$ cat src/efcs_pkg.sv
// ----------------------------------------------------------------------------
// efcs_pkg
// Types, constants and codes shared by the frame class statistics block.
// ----------------------------------------------------------------------------
package efcs_pkg;

  // Defaults for the top level parameters.
  localparam int MAX_FRAME_DEF     = 1518;
  localparam int COUNTER_WIDTH_DEF = 32;

  // Fixed widths.
  localparam int POS_W       = 11;
  localparam int STAT_W      = 48;
  localparam int STAT_ID_W   = 4;
  localparam int OUT_TDATA_W = 56;
  localparam int IN_TDATA_W  = 8;

  // Saturating event counters: frames, then the nine frame classes.
  localparam int NUM_COUNTERS = 10;
  localparam int CNT_IDX_W    = $clog2(NUM_COUNTERS);

  // Frame record queue between the parser and the statistics engine.
  localparam int QUEUE_DEPTH = 4;

  // Byte positions within the frame.
  localparam logic [POS_W-1:0] POS_ETYPE_HI = 11'd12;
  localparam logic [POS_W-1:0] POS_ETYPE_LO = 11'd13;
  localparam logic [POS_W-1:0] POS_IP_IHL   = 11'd14;
  localparam logic [POS_W-1:0] POS_OPC_HI   = 11'd20;
  localparam logic [POS_W-1:0] POS_OPC_LO   = 11'd21;
  localparam logic [POS_W-1:0] POS_IP_PROTO = 11'd23;
  localparam logic [POS_W-1:0] ETH_HDR_LEN  = 11'd14;
  localparam logic [POS_W-1:0] TCP_FLAGS_OFS = 11'd13;
  localparam logic [POS_W-1:0] POS_LIMIT    = 11'd2047;

  localparam logic [15:0] ETYPE_IPV4 = 16'h0800;
  localparam logic [15:0] ETYPE_ARP  = 16'h0806;
  localparam logic [15:0] ARP_OP_REQ = 16'd1;
  localparam logic [15:0] ARP_OP_REP = 16'd2;
  localparam logic [7:0]  PROTO_ICMP = 8'd1;
  localparam logic [7:0]  PROTO_TCP  = 8'd6;
  localparam logic [7:0]  PROTO_UDP  = 8'd17;
  localparam logic [7:0]  ICMP_ECHO_REQ = 8'd8;
  localparam logic [7:0]  ICMP_ECHO_REP = 8'd0;
  localparam logic [3:0]  IHL_MIN    = 4'd5;
  localparam int          TCP_SYN_BIT = 1;

  typedef enum logic [STAT_ID_W-1:0] {
    STAT_FRAMES  = 4'd0,
    STAT_MIN     = 4'd1,
    STAT_MAX     = 4'd2,
    STAT_BYTES   = 4'd3,
    STAT_ARP     = 4'd4,
    STAT_ARP_REQ = 4'd5,
    STAT_ARP_REP = 4'd6,
    STAT_ICMP    = 4'd7,
    STAT_ECHO    = 4'd8,
    STAT_REPLY   = 4'd9,
    STAT_UDP     = 4'd10,
    STAT_TCP     = 4'd11,
    STAT_SYN     = 4'd12
  } stat_id_t;

  // Classes found in one frame, in counter order after the frame counter.
  typedef struct packed {
    logic syn;
    logic tcp;
    logic udp;
    logic reply;
    logic echo;
    logic icmp;
    logic arp_rep;
    logic arp_req;
    logic arp;
  } frame_class_t;

  typedef struct packed {
    logic [POS_W-1:0] size;
    frame_class_t     cls;
  } frame_rec_t;

  typedef struct packed {
    logic full;
    logic empty;
  } queue_status_t;

  typedef enum logic {
    BK_IDLE,
    BK_EMIT
  } back_state_t;

endpackage

$ cat src/ethernet_frame_class_statistics.sv
// ----------------------------------------------------------------------------
// ethernet_frame_class_statistics
// Per-frame classifier (ARP, ICMP echo, UDP, TCP SYN) with saturating
// statistics counters, streamed out after every frame.
// ----------------------------------------------------------------------------
// Frame bytes are taken at one beat per cycle while s_tready is high. On the
// last beat of a frame the parser queues a record of the size and the classes
// found; the statistics engine takes one record, updates its counters and then
// sends thirteen beats, one per cycle while m_tready is high. A four-entry
// record queue lets frames of 14 bytes or more stream at full byte rate; a run
// of shorter frames holds s_tready low once the queue is full. The first byte
// after reset can be accepted in the first cycle.
module ethernet_frame_class_statistics #(
  parameter int MAX_FRAME     = efcs_pkg::MAX_FRAME_DEF,
  parameter int COUNTER_WIDTH = efcs_pkg::COUNTER_WIDTH_DEF
) (
  input  logic                             clk,
  input  logic                             rst,
  input  logic                             s_tvalid,
  output logic                             s_tready,
  input  logic [efcs_pkg::IN_TDATA_W-1:0]  s_tdata,   // [7:0] frame_byte
  input  logic                             s_tlast,   // end_of_frame
  output logic                             m_tvalid,
  input  logic                             m_tready,
  output logic [efcs_pkg::OUT_TDATA_W-1:0] m_tdata,   // [3:0] stat_id, [51:4] stat_value
  output logic                             m_tlast    // last_stat
);

  efcs_pkg::frame_rec_t    push_rec, pop_rec;
  efcs_pkg::queue_status_t qstat;
  logic push, pop, beat;

  assign s_tready = !qstat.full;
  assign beat     = s_tvalid && s_tready;

  efcs_parser #(
    .MAX_FRAME(MAX_FRAME)
  ) u_parser (
    .clk         (clk),
    .rst         (rst),
    .beat        (beat),
    .frame_byte  (s_tdata),
    .end_of_frame(s_tlast),
    .push        (push),
    .rec         (push_rec)
  );

  efcs_queue u_queue (
    .clk     (clk),
    .rst     (rst),
    .push    (push),
    .push_rec(push_rec),
    .pop     (pop),
    .pop_rec (pop_rec),
    .status  (qstat)
  );

  efcs_stats #(
    .COUNTER_WIDTH(COUNTER_WIDTH)
  ) u_stats (
    .clk     (clk),
    .rst     (rst),
    .rec     (pop_rec),
    .qstat   (qstat),
    .pop     (pop),
    .m_tvalid(m_tvalid),
    .m_tready(m_tready),
    .m_tdata (m_tdata),
    .m_tlast (m_tlast)
  );

endmodule

$ cat src/efcs_parser.sv
// ----------------------------------------------------------------------------
// efcs_parser
// Front part: parses each frame byte by byte and, on the last beat, hands a
// record of the frame size and its classes to the queue.
// ----------------------------------------------------------------------------
module efcs_parser #(
  parameter int MAX_FRAME = efcs_pkg::MAX_FRAME_DEF
) (
  input  logic                 clk,
  input  logic                 rst,
  input  logic                 beat,        // byte accepted this cycle
  input  logic [7:0]           frame_byte,
  input  logic                 end_of_frame,
  output logic                 push,
  output efcs_pkg::frame_rec_t rec
);

  localparam logic [efcs_pkg::POS_W-1:0] MaxFrame = efcs_pkg::POS_W'(MAX_FRAME);

  logic [efcs_pkg::POS_W-1:0] pos, pos_next;
  logic [15:0] etype, etype_next;
  logic [3:0]  hdr_words, hdr_words_next;
  logic [7:0]  proto, proto_next;
  logic [15:0] opcode, opcode_next;
  logic typed, typed_next;
  logic proto_seen, proto_seen_next;
  logic opc_seen, opc_seen_next;
  logic echo, echo_next;
  logic reply, reply_next;
  logic syn, syn_next;

  logic in_range, parse, ipv4, arp;
  logic [efcs_pkg::POS_W-1:0] tp;
  logic ip_ok, arp_ok;

  assign in_range = pos < MaxFrame;
  assign parse    = in_range && typed && (pos >= efcs_pkg::ETH_HDR_LEN);
  assign ipv4     = etype == efcs_pkg::ETYPE_IPV4;
  assign arp      = etype == efcs_pkg::ETYPE_ARP;
  assign tp       = efcs_pkg::ETH_HDR_LEN + {5'b0, hdr_words, 2'b00};

  always_comb begin
    etype_next      = etype;
    hdr_words_next  = hdr_words;
    proto_next      = proto;
    opcode_next     = opcode;
    typed_next      = typed;
    proto_seen_next = proto_seen;
    opc_seen_next   = opc_seen;
    echo_next       = echo;
    reply_next      = reply;
    syn_next        = syn;
    pos_next        = (pos == efcs_pkg::POS_LIMIT) ? pos : pos + 1'b1;

    if (in_range && pos == efcs_pkg::POS_ETYPE_HI) begin
      etype_next = {frame_byte, 8'h00};
    end else if (in_range && pos == efcs_pkg::POS_ETYPE_LO) begin
      etype_next = {etype[15:8], frame_byte};
      typed_next = 1'b1;
    end

    if (parse && ipv4) begin
      if (pos == efcs_pkg::POS_IP_IHL) begin
        hdr_words_next = frame_byte[3:0];
      end
      if (pos == efcs_pkg::POS_IP_PROTO) begin
        proto_next      = frame_byte;
        proto_seen_next = 1'b1;
      end
      // The transport header lies past byte 33, so the protocol is always
      // registered by the time it is reached.
      if (proto_seen && hdr_words >= efcs_pkg::IHL_MIN) begin
        if (proto == efcs_pkg::PROTO_ICMP && pos == tp) begin
          if (frame_byte == efcs_pkg::ICMP_ECHO_REQ) begin
            echo_next = 1'b1;
          end else if (frame_byte == efcs_pkg::ICMP_ECHO_REP) begin
            reply_next = 1'b1;
          end
        end
        if (proto == efcs_pkg::PROTO_TCP && pos == tp + efcs_pkg::TCP_FLAGS_OFS &&
            frame_byte[efcs_pkg::TCP_SYN_BIT]) begin
          syn_next = 1'b1;
        end
      end
    end else if (parse && arp) begin
      if (pos == efcs_pkg::POS_OPC_HI) begin
        opcode_next = {frame_byte, 8'h00};
      end else if (pos == efcs_pkg::POS_OPC_LO) begin
        opcode_next   = {opcode[15:8], frame_byte};
        opc_seen_next = 1'b1;
      end
    end
  end

  // The record reflects the last byte as well.
  assign ip_ok  = typed_next && etype_next == efcs_pkg::ETYPE_IPV4 && proto_seen_next;
  assign arp_ok = typed_next && etype_next == efcs_pkg::ETYPE_ARP;

  always_comb begin
    rec.size        = (pos_next > MaxFrame) ? MaxFrame : pos_next;
    rec.cls.arp     = arp_ok;
    rec.cls.arp_req = arp_ok && opc_seen_next && opcode_next == efcs_pkg::ARP_OP_REQ;
    rec.cls.arp_rep = arp_ok && opc_seen_next && opcode_next == efcs_pkg::ARP_OP_REP;
    rec.cls.icmp    = ip_ok && proto_next == efcs_pkg::PROTO_ICMP;
    rec.cls.echo    = ip_ok && proto_next == efcs_pkg::PROTO_ICMP && echo_next;
    rec.cls.reply   = ip_ok && proto_next == efcs_pkg::PROTO_ICMP && reply_next;
    rec.cls.udp     = ip_ok && proto_next == efcs_pkg::PROTO_UDP;
    rec.cls.tcp     = ip_ok && proto_next == efcs_pkg::PROTO_TCP;
    rec.cls.syn     = ip_ok && proto_next == efcs_pkg::PROTO_TCP && syn_next;
  end

  assign push = beat && end_of_frame;

  always_ff @(posedge clk) begin
    if (rst || push) begin
      pos        <= '0;
      etype      <= '0;
      hdr_words  <= '0;
      proto      <= '0;
      opcode     <= '0;
      typed      <= 1'b0;
      proto_seen <= 1'b0;
      opc_seen   <= 1'b0;
      echo       <= 1'b0;
      reply      <= 1'b0;
      syn        <= 1'b0;
    end else if (beat) begin
      pos        <= pos_next;
      etype      <= etype_next;
      hdr_words  <= hdr_words_next;
      proto      <= proto_next;
      opcode     <= opcode_next;
      typed      <= typed_next;
      proto_seen <= proto_seen_next;
      opc_seen   <= opc_seen_next;
      echo       <= echo_next;
      reply      <= reply_next;
      syn        <= syn_next;
    end
  end

endmodule

$ cat src/efcs_queue.sv
// ----------------------------------------------------------------------------
// efcs_queue
// Short first-in first-out queue of frame records between parser and
// statistics engine.
// ----------------------------------------------------------------------------
module efcs_queue (
  input  logic                    clk,
  input  logic                    rst,
  input  logic                    push,
  input  efcs_pkg::frame_rec_t    push_rec,
  input  logic                    pop,
  output efcs_pkg::frame_rec_t    pop_rec,
  output efcs_pkg::queue_status_t status
);

  localparam int PtrW = $clog2(efcs_pkg::QUEUE_DEPTH);
  localparam int CntW = $clog2(efcs_pkg::QUEUE_DEPTH + 1);

  efcs_pkg::frame_rec_t entries [efcs_pkg::QUEUE_DEPTH];
  logic [PtrW-1:0] wr_ptr, rd_ptr;
  logic [CntW-1:0] count;
  logic do_push, do_pop;

  assign status.full  = count == CntW'(efcs_pkg::QUEUE_DEPTH);
  assign status.empty = count == '0;
  assign do_push = push && !status.full;
  assign do_pop  = pop && !status.empty;
  assign pop_rec = entries[rd_ptr];

  always_ff @(posedge clk) begin
    if (do_push) begin
      entries[wr_ptr] <= push_rec;
    end
  end

  always_ff @(posedge clk) begin
    if (rst) begin
      wr_ptr <= '0;
      rd_ptr <= '0;
      count  <= '0;
    end else begin
      if (do_push) begin
        wr_ptr <= (wr_ptr == PtrW'(efcs_pkg::QUEUE_DEPTH - 1)) ? '0 : wr_ptr + 1'b1;
      end
      if (do_pop) begin
        rd_ptr <= (rd_ptr == PtrW'(efcs_pkg::QUEUE_DEPTH - 1)) ? '0 : rd_ptr + 1'b1;
      end
      if (do_push && !do_pop) begin
        count <= count + 1'b1;
      end else if (do_pop && !do_push) begin
        count <= count - 1'b1;
      end
    end
  end

endmodule

$ cat src/efcs_stats.sv
// ----------------------------------------------------------------------------
// efcs_stats
// Back part: takes one frame record, updates the saturating statistics and
// then sends all thirteen statistics out through an output register.
// ----------------------------------------------------------------------------
module efcs_stats #(
  parameter int COUNTER_WIDTH = efcs_pkg::COUNTER_WIDTH_DEF
) (
  input  logic                                  clk,
  input  logic                                  rst,
  input  efcs_pkg::frame_rec_t                  rec,
  input  efcs_pkg::queue_status_t               qstat,
  output logic                                  pop,
  output logic                                  m_tvalid,
  input  logic                                  m_tready,
  output logic [efcs_pkg::OUT_TDATA_W-1:0]      m_tdata,
  output logic                                  m_tlast
);

  efcs_pkg::back_state_t state, state_next;
  efcs_pkg::stat_id_t    idx, idx_next;

  logic [COUNTER_WIDTH-1:0]   counters [efcs_pkg::NUM_COUNTERS];
  logic [efcs_pkg::STAT_W-1:0] byte_total;
  logic [efcs_pkg::POS_W-1:0]  size_min, size_max;

  logic [efcs_pkg::NUM_COUNTERS-1:0] bump;
  logic [efcs_pkg::STAT_W:0]         total_sum;
  logic                              load;
  logic [efcs_pkg::STAT_W-1:0]       sel_value;
  logic [efcs_pkg::STAT_ID_W-1:0]    cnt_sel;

  logic [efcs_pkg::STAT_ID_W-1:0] out_id;
  logic [efcs_pkg::STAT_W-1:0]    out_value;

  always_comb begin
    state_next = state;
    idx_next   = idx;
    pop        = 1'b0;
    load       = 1'b0;
    unique case (state)
      efcs_pkg::BK_IDLE: begin
        if (!qstat.empty) begin
          pop        = 1'b1;
          idx_next   = efcs_pkg::STAT_FRAMES;
          state_next = efcs_pkg::BK_EMIT;
        end
      end
      efcs_pkg::BK_EMIT: begin
        if (!m_tvalid || m_tready) begin
          load = 1'b1;
          if (idx == efcs_pkg::STAT_SYN) begin
            state_next = efcs_pkg::BK_IDLE;
          end else begin
            idx_next = efcs_pkg::stat_id_t'(idx + 1'b1);
          end
        end
      end
      default: state_next = efcs_pkg::BK_IDLE;
    endcase
  end

  always_ff @(posedge clk) begin
    if (rst) begin
      state <= efcs_pkg::BK_IDLE;
      idx   <= efcs_pkg::STAT_FRAMES;
    end else begin
      state <= state_next;
      idx   <= idx_next;
    end
  end

  assign bump      = {rec.cls, 1'b1};
  assign total_sum = {1'b0, byte_total} + (efcs_pkg::STAT_W + 1)'(rec.size);

  always_ff @(posedge clk) begin
    if (rst) begin
      for (int i = 0; i < efcs_pkg::NUM_COUNTERS; i++) begin
        counters[i] <= '0;
      end
      byte_total <= '0;
      size_min   <= '1;
      size_max   <= '0;
    end else if (pop) begin
      for (int i = 0; i < efcs_pkg::NUM_COUNTERS; i++) begin
        if (bump[i] && counters[i] != {COUNTER_WIDTH{1'b1}}) begin
          counters[i] <= counters[i] + 1'b1;
        end
      end
      if (rec.size < size_min) begin
        size_min <= rec.size;
      end
      if (rec.size > size_max) begin
        size_max <= rec.size;
      end
      byte_total <= total_sum[efcs_pkg::STAT_W] ? '1 : total_sum[efcs_pkg::STAT_W-1:0];
    end
  end

  // Class counters follow the four frame statistics in stat_id order, and
  // counter 0 is the frame counter, so the offset is the byte total's id.
  assign cnt_sel = idx - efcs_pkg::STAT_BYTES;

  always_comb begin
    unique case (idx)
      efcs_pkg::STAT_FRAMES: sel_value = efcs_pkg::STAT_W'(counters[0]);
      efcs_pkg::STAT_MIN:    sel_value = efcs_pkg::STAT_W'(size_min);
      efcs_pkg::STAT_MAX:    sel_value = efcs_pkg::STAT_W'(size_max);
      efcs_pkg::STAT_BYTES:  sel_value = byte_total;
      default: sel_value = efcs_pkg::STAT_W'(counters[cnt_sel[efcs_pkg::CNT_IDX_W-1:0]]);
    endcase
  end

  always_ff @(posedge clk) begin
    if (rst) begin
      m_tvalid <= 1'b0;
    end else if (load) begin
      m_tvalid <= 1'b1;
    end else if (m_tready) begin
      m_tvalid <= 1'b0;
    end
  end

  always_ff @(posedge clk) begin
    if (load) begin
      out_id    <= idx;
      out_value <= sel_value;
      m_tlast   <= idx == efcs_pkg::STAT_SYN;
    end
  end

  assign m_tdata = {{(efcs_pkg::OUT_TDATA_W - efcs_pkg::STAT_W - efcs_pkg::STAT_ID_W){1'b0}},
                    out_value, out_id};

endmodule

$ cat config.mk
export PLATFORM = sky130hd
export DESIGN_NAME = ethernet_frame_class_statistics
export DESIGN_NICKNAME = d
export VERILOG_FILES = /design/src/efcs_pkg.sv /design/src/ethernet_frame_class_statistics.sv /design/src/efcs_parser.sv /design/src/efcs_queue.sv /design/src/efcs_stats.sv
export SDC_FILE = /design/constraint.sdc
export NUM_CORES = 1
export LEC_CHECK = 0
export BUFFER_PORTS_ARGS = -buffer_cell sky130_fd_sc_hd__buf_2
export CORE_MARGIN = 8
export CORE_UTILIZATION = 45
export DETAILED_ROUTE_END_ITERATION = 8
export SETUP_SLACK_MARGIN = 0.2
export SKIP_LAST_GASP = 1
export SLEW_MARGIN = 20
export SYNTH_ARGS = -nofsm -noshare
export SYNTH_HDL_FRONTEND = slang
export SYNTH_HIERARCHICAL = 1
export SYNTH_SLANG_ARGS = --single-unit
$ cat constraint.sdc
create_clock -name clk -period 5 [get_ports clk]
set_input_delay 1.5 -clock clk [delete_from_list [all_inputs] [get_ports clk]]
set_output_delay 1.5 -clock clk [all_outputs]
set_load 0.02 [all_outputs]
* Word-level counts from Yosys, hierarchy flattened
Memories as Yosys holds them, arrays and structs flattened. A register that Yosys moved wholly into a read port is not among the register bits. Cells that the tools add are included.
Storage, ports and cells: flip-flop bits (word level) 197, memory bits (writable) 400, bits of input ports 13, output and inout bits 59, logic and storage cells 261, memories kept 2
Cells by class: add/sub/neg operators 20, $lt $le $gt $ge 6, eq/ne operators 41, mux-type cells 105, bitwise operators 11, reduce and logical (&&, ||, !) cells 53
Memory list:
- u_stats.counters | words 10, bits a word 32, rd ports 11, clocked after Yosys merged registers in 0, write ports 10, RTL line efcs_stats.sv:23 | logic [COUNTER_WIDTH-1:0] counters [efcs_pkg::NUM_COUNTERS];
- u_queue.entries | words 4, bits a word 20, rd ports 1, clocked after Yosys merged registers in 1, write ports 1, RTL line efcs_queue.sv:19 | efcs_pkg::frame_rec_t entries [efcs_pkg::QUEUE_DEPTH];
Operators with widths (count):
- adder 32 x 1 -> 32 bit (second input constant) | 10
- two-way mux 32 bit | 10
- inequality test 32 bit (second input constant) | 10
- one-hot mux 48 bit (4 select lines) | 1
- two-way mux 1 bit | 72
- == test 16 x 12 -> 1 bit (second input constant) | 4
- two-way mux 16 bit | 4
- adder 48 x 11 -> 49 bit | 1
- two-way mux 48 bit | 1
- logical AND 1 bit | 37
- == test 11 x 4 -> 1 bit (second input constant) | 3
- == test 11 x 5 -> 1 bit (second input constant) | 3
- two-way mux 8 bit | 4
- == test 11 bit | 2
- two-way mux 11 bit | 2
- == test 16 x 1 -> 1 bit (second input constant) | 1
- == test 16 x 2 -> 1 bit (second input constant) | 1
- == test 8 x 1 -> 1 bit (second input constant) | 2
- == test 8 x 3 -> 1 bit (second input constant) | 2
- two-way mux 4 bit | 3
- adder 11 x 1 -> 11 bit (second input constant) | 1
- adder 11 x 4 -> 11 bit (second input constant) | 1
- == test 11 bit (second input constant) | 1
- greater-or-equal comparator 11 x 4 -> 1 bit (second input constant) | 1
- 33 further kinds | 59

* Logic depth before layout (Yosys ltp)
Gate-level depths: netlist of the first run.
depth in word-level cells 9, depth in mapped cells 13, gate-level depth less buffers 12

* Cells and area by module
The synthesis of the first run kept the hierarchy.
Modules (own cells, without submodules):
- efcs_stats | instances 1, cells an instance 2533, area each 26590.5 um^2, sequential area each 12722.2 um^2
- efcs_parser | instances 1, cells an instance 474, area each 3717.3 um^2, sequential area each 1221.2 um^2
- efcs_queue | instances 1, cells an instance 154, area each 3365.7 um^2, sequential area each 2582.5 um^2
- ethernet_frame_class_statistics | instances 1, cells an instance 2, area each 10.0 um^2, sequential area each 0.0 um^2

* Least setup slack after synthesis of the first run
No wires, ideal clock.
kind input port to flip-flop, start in m_tready, end reg u_stats.idx[3], setup time 132 ps, arrival 4809 ps, data required time 4868 ps, path slack 58 ps, cell stages on the path 6, path buffers 0, path through nor2b_1 > nor2b_1 > nand2_1 > nor2_1 > xnor2_1 > nor3_1
Between the ends: cells in the longest elaborated chain, start to end 3
Ends and longest elaborated chain:
- start, declared | RTL line ethernet_frame_class_statistics.sv:24 | input logic m_tready,
- logical OR 1 bit | RTL line efcs_stats.sv:50 | if (!m_tvalid || m_tready) begin
- inequality test 2 bit (no line)
- AND reduction 3 bit (no line)
- end signal, assigned | RTL line efcs_stats.sv:66 | idx <= efcs_pkg::STAT_FRAMES;
- end signal, assigned | RTL line efcs_stats.sv:69 | idx <= idx_next;
- end, declared | RTL line efcs_stats.sv:21 | efcs_pkg::stat_id_t idx, idx_next;
No other way between the ends. A chain may end at the register's enable or synchronous reset.

==> flow_metrics.tcl, run 1 <==
set metrics [dict create \
    outcome "complete, no violations" \
    fin_util_pct 50.0 \
    dieArea_um2 83900 \
    postCtsHoldBufs 0 \
    synth-edff-count 453 \
    synthFlopType "edfxtp_1" \
    num_vias 24900 \
    rsz0062_at_grt "no" \
    root_buffer "clkbuf_16" \
    io_pins 72 \
    grt-ovfl-total 0 \
    avgSynthCellArea_um2 10.6 \
    fin_tns_setup_ns 0 \
    cts_resized 0 \
    port_buffers 67 \
    drt_pre_antenna_iters 7 \
    min_from "u_parser/opcode[15]$_SDFFE_PP0P_" \
    synthCells 3163 \
    grt_pass1_vias 24400 \
    clk_pin_slew_ns 0.06 \
    layout_common_cells "491 x nor2_1, 453 x edfxtp_1, 254 x nand2_1" \
    dp_cells 4083 \
    hold_end "u_parser/opcode[15]$_SDFFE_PP0P_" \
    synth_top_area_share_pct 40.4 \
    synthMuxAreaShare_pct 9.16 \
    core-area_um2 74300 \
    holdCritPathClass "flip-flop to flip-flop" \
    startpoint_type "flip-flop" \
    tritoncts "built" \
    cap_violations 0 \
    rr_worst_depth 9 \
    irDropWorstVdd_mv 0.247 \
    netlist_area_um2 33700 \
    clockBufferDepth 3 \
    period_share_pct 82.1 \
    die_x_um 290 \
    antenna_found_initial 1 \
    hold_viol_final 0 \
    ys_warn_count 6 \
    drc 0 \
    htree_levels 3 \
    synth-xor-area-share_pct 8.81 \
    ff2ff_setup_slack_ns 0.90 \
    seq_area_frac_synth_pct 49.1 \
    endpoint_kind "flip-flop" \
    worstSetupPathType "flip-flop to flip-flop" \
    worst_pin_slew_ns 1.06 \
    gp_congestion 0.923 \
    start_util_pct 45.3 \
    worstPathRequired_ns 5.45 \
    area_growth_syn_to_layout_pct 10.3 \
    period_needed_ns 4.10 \
    cts-buffers-inserted 70 \
    synthAdderAreaFrac_pct 2.27 \
    maxSlewHeadroom_pct 28.8 \
    setup_viol 0 \
    rows 100 \
    design_area_um2 37200 \
    synth-seq-cells 599 \
    leakage_nw 12.3 \
    synth_area_leaders "edfxtp_1 40%, dfxtp_1 8.7%, mux4_2 5.6%" \
    async_reset_ff_share_pct 0 \
    postPlaceCellArea_um2 34900 \
    drt_iter0_drc 2541 \
    synth_top_family_by_area "simple AND/OR/NAND/NOR gates" \
    vias_per_cell 5.93 \
    power_density_nw_per_um2 500 \
    dieHeight_um 290 \
    wl_per_cell_um 22.2 \
    final_common_cell "nor2_1" \
    final_nets 3259 \
    path_max_fanout 12 \
    ys_types 95 \
    synth-simple-area-share_pct 20.2 \
    antennaDiodeCount 0 \
    min_path_cells 2 \
    final_antenna_net_count 0 \
    grt_pass1_wl_mm 145 \
    fin_skew_ns 0.0369 \
    grt_start_max_net_pins 103 \
    routed_wl_mm 93.6 \
    yosysTopAreaCell "edfxtp_1" \
    final_layout_size_suffix_gt1_share_pct 12.7 \
    arrival_ns 4.55 \
    finalMaxSlewViolations 0 \
    clkLatencyLatePin_ns 0.62 \
    timing.rr.end "u_stats/byte_total[17]$_SDFFE_PP0P_" \
    synth-compound-area-share_pct 7.27 \
    stdcell_count 4210 \
    cts.sinks 599 \
    hpwl_mm 68.1 \
    grtUsageTotal_pct 22.1 \
    cts_setup_buffers 0 \
    fmaxAchievable_mhz 244 \
]
==> power breakdown <==
group          internal [mW]  total [mW]  switching, mW
combinational           2.08        5.59           3.51
sequential              6.71        7.90           1.19
clock                   2.98        5.09           2.10
total                   11.8        18.6           6.80
==> cell families (layout without fill, tap and decap cells) <==
group,count (synthesis),count (layout)
muxes,199,199
buffers and inverters,239,314
xor gates and xnor gates,339,339
AOI/OAI and AO/OA,360,360
other,1,4
DFF,599,599
adders and majority gates,60,60
and+or+nand+nor,1366,1366
==> per-stage QoR <==
stage               setup slack (ns)  power [mW]  hold WS (ns)
floorplan                       1.19        11.4         0.432
global placement                1.05        13.4         0.438
detailed placement             0.938        13.5         0.449
CTS                            0.898        18.7         0.455
global route                   0.583        19.4         0.479
finish                         0.896        18.6         0.454
==> synthesized netlist by cell type, drive strengths merged (18+ instances only) <==
master and instances:
clkbuf 80, mux2 33, nand2 254, nor2 498, and4 38, edfxtp 453
nand4 102, buf 79, xor2 211, nor3 61, a211oi 20, nand3 166
mux2i 82, dfxtp 146, o21ai 97, o211ai 18, a21oi 94, and2 31
nor2b 18, mux4 84, xnor2 128, or3 22, ha 58, a221oi 33
nor4 27, inv 79, and3 81
==> worst max-delay path, stage by stage, from the launching register on <==
cell	delay [ns]
dfxtp_1	0.63
mux4_2	0.65
ha_1	0.25
fa_1	0.41
a21o_1	0.20
a221oi_2	0.42
nand3b_1	0.44
and3_1	0.42
nand3_1	0.35
o21ai_0	0.17
==> layout make-up <==
class	count	area [um^2]
inverter	80	310
sequential	599	16500
timing repair buffer	107	663
fill	6679	37200
multi-input combinational	2328	16200
clock buffer	94	1930
clock inverter	33	338
tap	969	1210
==> routing by layer <==
layer / vias to the layer above / global-route usage (%) / share of wire, %
met4: 0 / 7.73 / 3.6
met3: 184 / 3.37 / 6.2
met2: 806 / 36.4 / 47
met5: - / 0 / 0
met1: 12300 / 29.6 / 43
li1: 11600 / - / -
==> state kept, by name, indices dropped and copies added, names as in the netlist, 3 cells and up, named ones only <==
signal and flops:
u_parser/opcode 16, u_parser/etype 16, u_stats/counters 320, u_queue/count 3, u_parser/hdr_words 4, u_parser/pos 11
u_stats/out_value 48, u_parser/proto 8, u_stats/out_id 4, u_queue/entries 80, u_stats/idx 4, u_stats/size_min 11
u_stats/size_max 11, u_stats/byte_total 48
==> worst max path at each step <==
| stage | start | to | slack (ns) | cells after the start |
|---|---|---|---|---|
| after CTS | flip-flop | u_stats/byte_total[17]$_SDFFE_PP0P_ | 0.90 | 9 |
| after floorplan | m_tready | u_stats/idx[3]$_SDFFE_PP0P_ | 1.19 | 6 |
| after global placement | flip-flop | u_stats/byte_total[22]$_SDFFE_PP0P_ | 1.05 | 9 |
| after global routing | flip-flop | u_stats/byte_total[17]$_SDFFE_PP0P_ | 0.58 | 9 |
| after detailed placement | flip-flop | u_stats/byte_total[17]$_SDFFE_PP0P_ | 0.94 | 9 |
| final | flip-flop | u_stats/byte_total[17]$_SDFFE_PP0P_ | 0.90 | 9 |
Note: power is estimated with default switching activity, not from simulation.
==> inputs of run 2 (changes only) <==
Clock period 5 ns to 3.45 ns, I/O delays scaled along.
==> flow_metrics.tcl, run 2 (synthesis gave the netlist of run 1 again) <==
set metrics [dict create \
    outcome "complete, no violations" \
    fmaxAchievable_mhz 315 \
    total_power_mw 27.2 \
    setup_viol 0 \
    maxSlewHeadroom_pct 34.4 \
    dieArea_um2 83900 \
    cts-buffers-inserted 69 \
    period_share_pct 92.0 \
    antenna_found_initial 1 \
    hold_viol_final 0 \
    holdCritPathClass "flip-flop to flip-flop" \
    rows 100 \
    grt_start_max_net_pins 80 \
    period_needed_ns 3.17 \
    fin_skew_ns 0.0221 \
    arrival_ns 3.66 \
    fillers 6597 \
    grt_pass1_wl_mm 143 \
    pwr-share-clk_pct 26.2 \
    core-area_um2 74300 \
    grtUsageTotal_pct 21.8 \
    drt_iter0_drc 2474 \
    final_antenna_net_count 0 \
    swShare_pct 36.5 \
    htree_levels 3 \
    fin_tns_setup_ns 0 \
    crit_chain "mux4_2 > ha_4 > fa_2 > a21o_1 > a221oi_2 > buf_4 > nand3b_1 > and3_2 > nand4_1 > mux2_1" \
    rsz0062_at_grt "yes" \
    worstPathRequired_ns 3.94 \
    cap_violations 0 \
    dieHeight_um 290 \
    critPathSlowestCell "mux4_2" \
    p_comb_share_pct 31.9 \
    layout_common_cells "491 x nor2_1, 453 x edfxtp_1, 254 x nand2_1" \
    power_density_nw_per_um2 719 \
    endpoint_kind "flip-flop" \
    clockBufferDepth 3 \
    final_common_cell "nor2_1" \
    postCtsHoldBufs 0 \
    drc 0 \
    startpoint_type "flip-flop" \
    antennaDiodeCount 0 \
    grt-ovfl-total 0 \
    clkLatencyLatePin_ns 0.61 \
    hpwl_mm 68.4 \
    start_util_pct 45.3 \
    regMostFlops "u_stats/counters" \
    seq_power_share_pct 41.8 \
    power_switching_mw 9.93 \
    path_max_fanout 5 \
    port_buffers 67 \
    routed_wl_mm 93.6 \
    leakage_nw 12.7 \
    wl_per_cell_um 21.9 \
    slowest_delay_ns 0.55 \
    worst_pin_slew_ns 0.985 \
    clk_pin_slew_ns 0.06 \
    final_nets 3334 \
    num_vias 25400 \
    root_buffer "clkbuf_16" \
    vias_per_cell 5.93 \
    irDropWorstVdd_mv 0.447 \
    final_layout_size_suffix_gt1_share_pct 15.2 \
    largest_reg_flops 320 \
    grt_pass1_vias 24200 \
    io_pins 72 \
    cellInternalPower_mw 17.3 \
    cts.sinks 599 \
    die_x_um 290 \
    fin_util_pct 51.0 \
    area_growth_syn_to_layout_pct 12.5 \
    gp_congestion 0.932 \
    tritoncts "built" \
    finalMaxSlewViolations 0 \
    drt_pre_antenna_iters 6 \
    top_regs "u_stats/counters x320, u_queue/entries x80" \
    worstSetupPathType "flip-flop to flip-flop" \
]
[run 2: cell count changes in the layout (fill, tap and decap cells not counted), sizes merged]
cell      previous run  this run
buf                107       182
inv                 81        85
clkinvlp             5         4
clkbuf              94        87
bufinv               5         4
nor2               498       499
clkinv              22        25
[run 2: stage by stage]
step | worst slack (ns) | hold slack, ns | instances | cell area, um^2
3_5_place_dp | -0.179 | 0.450 | 4144 | 35400
3_3_place_gp | -0.0690 | 0.441 | 4144 | 35400
2_1_floorplan | 0.261 | 0.432 | 3166 | 33700
6_report | 0.275 | 0.457 | 4284 | 37900
5_1_grt | 0.180 | 0.486 | 4284 | 37900
4_1_cts | 0.208 | 0.456 | 4273 | 37700
[run 2: cell type report]
type | count | area [um^2] | share of cell area (%)
timing repair buffer | 182 | 1350 | 3.55
tap | 969 | 1210 | 3.20
sequential | 599 | 16500 | 43.6
clock inverter | 38 | 323 | 0.852
clock buffer | 87 | 1860 | 4.90
multi-input combinational | 2329 | 16300 | 43.0
inverter | 80 | 310 | 0.819
[run 2: power by group through the flow]
stage / sequential [mW] / combinational (mW) / clock [mW]
final: 11.4 / 8.70 / 7.14
after detailed placement: 11.5 / 8.40 / 0
after floorplan: 11.1 / 5.47 / 0
after global placement: 11.4 / 8.27 / 0
after CTS: 11.3 / 8.49 / 7.30
after global routing: 11.6 / 9.31 / 7.57
[run 2: per-layer routing]
metal  vias up  GRT usage (%)  part of all wire (%)
met1     12500           29.7                    44
met2       954           35.2                    46
met5         -              0                     0
li1      11800              -                     -
met3       172           3.19                   6.3
met4         0           8.06                   3.7
[run 2: critical path, delay by kind of cell, from the launching register on]
family | cells | cell delay (ns)
compound gates | 2 | 0.43
mux | 2 | 0.88
buf+inv | 1 | 0.17
fa+ha+maj | 2 | 0.55
flops | 1 | 0.38
simple gates | 3 | 0.64
[run 2: final timing paths]
kind | start | end | slack, ns | cells past startpoint
max | flip-flop | u_stats/byte_total[36]$_SDFFE_PP0P_ | 0.28 | 10
min | u_parser/opcode[2]$_SDFFE_PP0P_ | u_parser/opcode[2]$_SDFFE_PP0P_ | 0.46 | 2
max reg2reg | flip-flop | u_stats/byte_total[36]$_SDFFE_PP0P_ | 0.28 | 10
min reg2reg | u_parser/opcode[2]$_SDFFE_PP0P_ | u_parser/opcode[2]$_SDFFE_PP0P_ | 0.46 | 2
[run 2: repair_timing]
action | in CTS | in global routing
pin swaps | 1 | 4
cloned | 0 | 1
buffers inserted | 4 | 10
resized for setup | 10 | 15
endpoints found under the setup margin | 43 | 51
hold endpoints to repair | 0 | 0
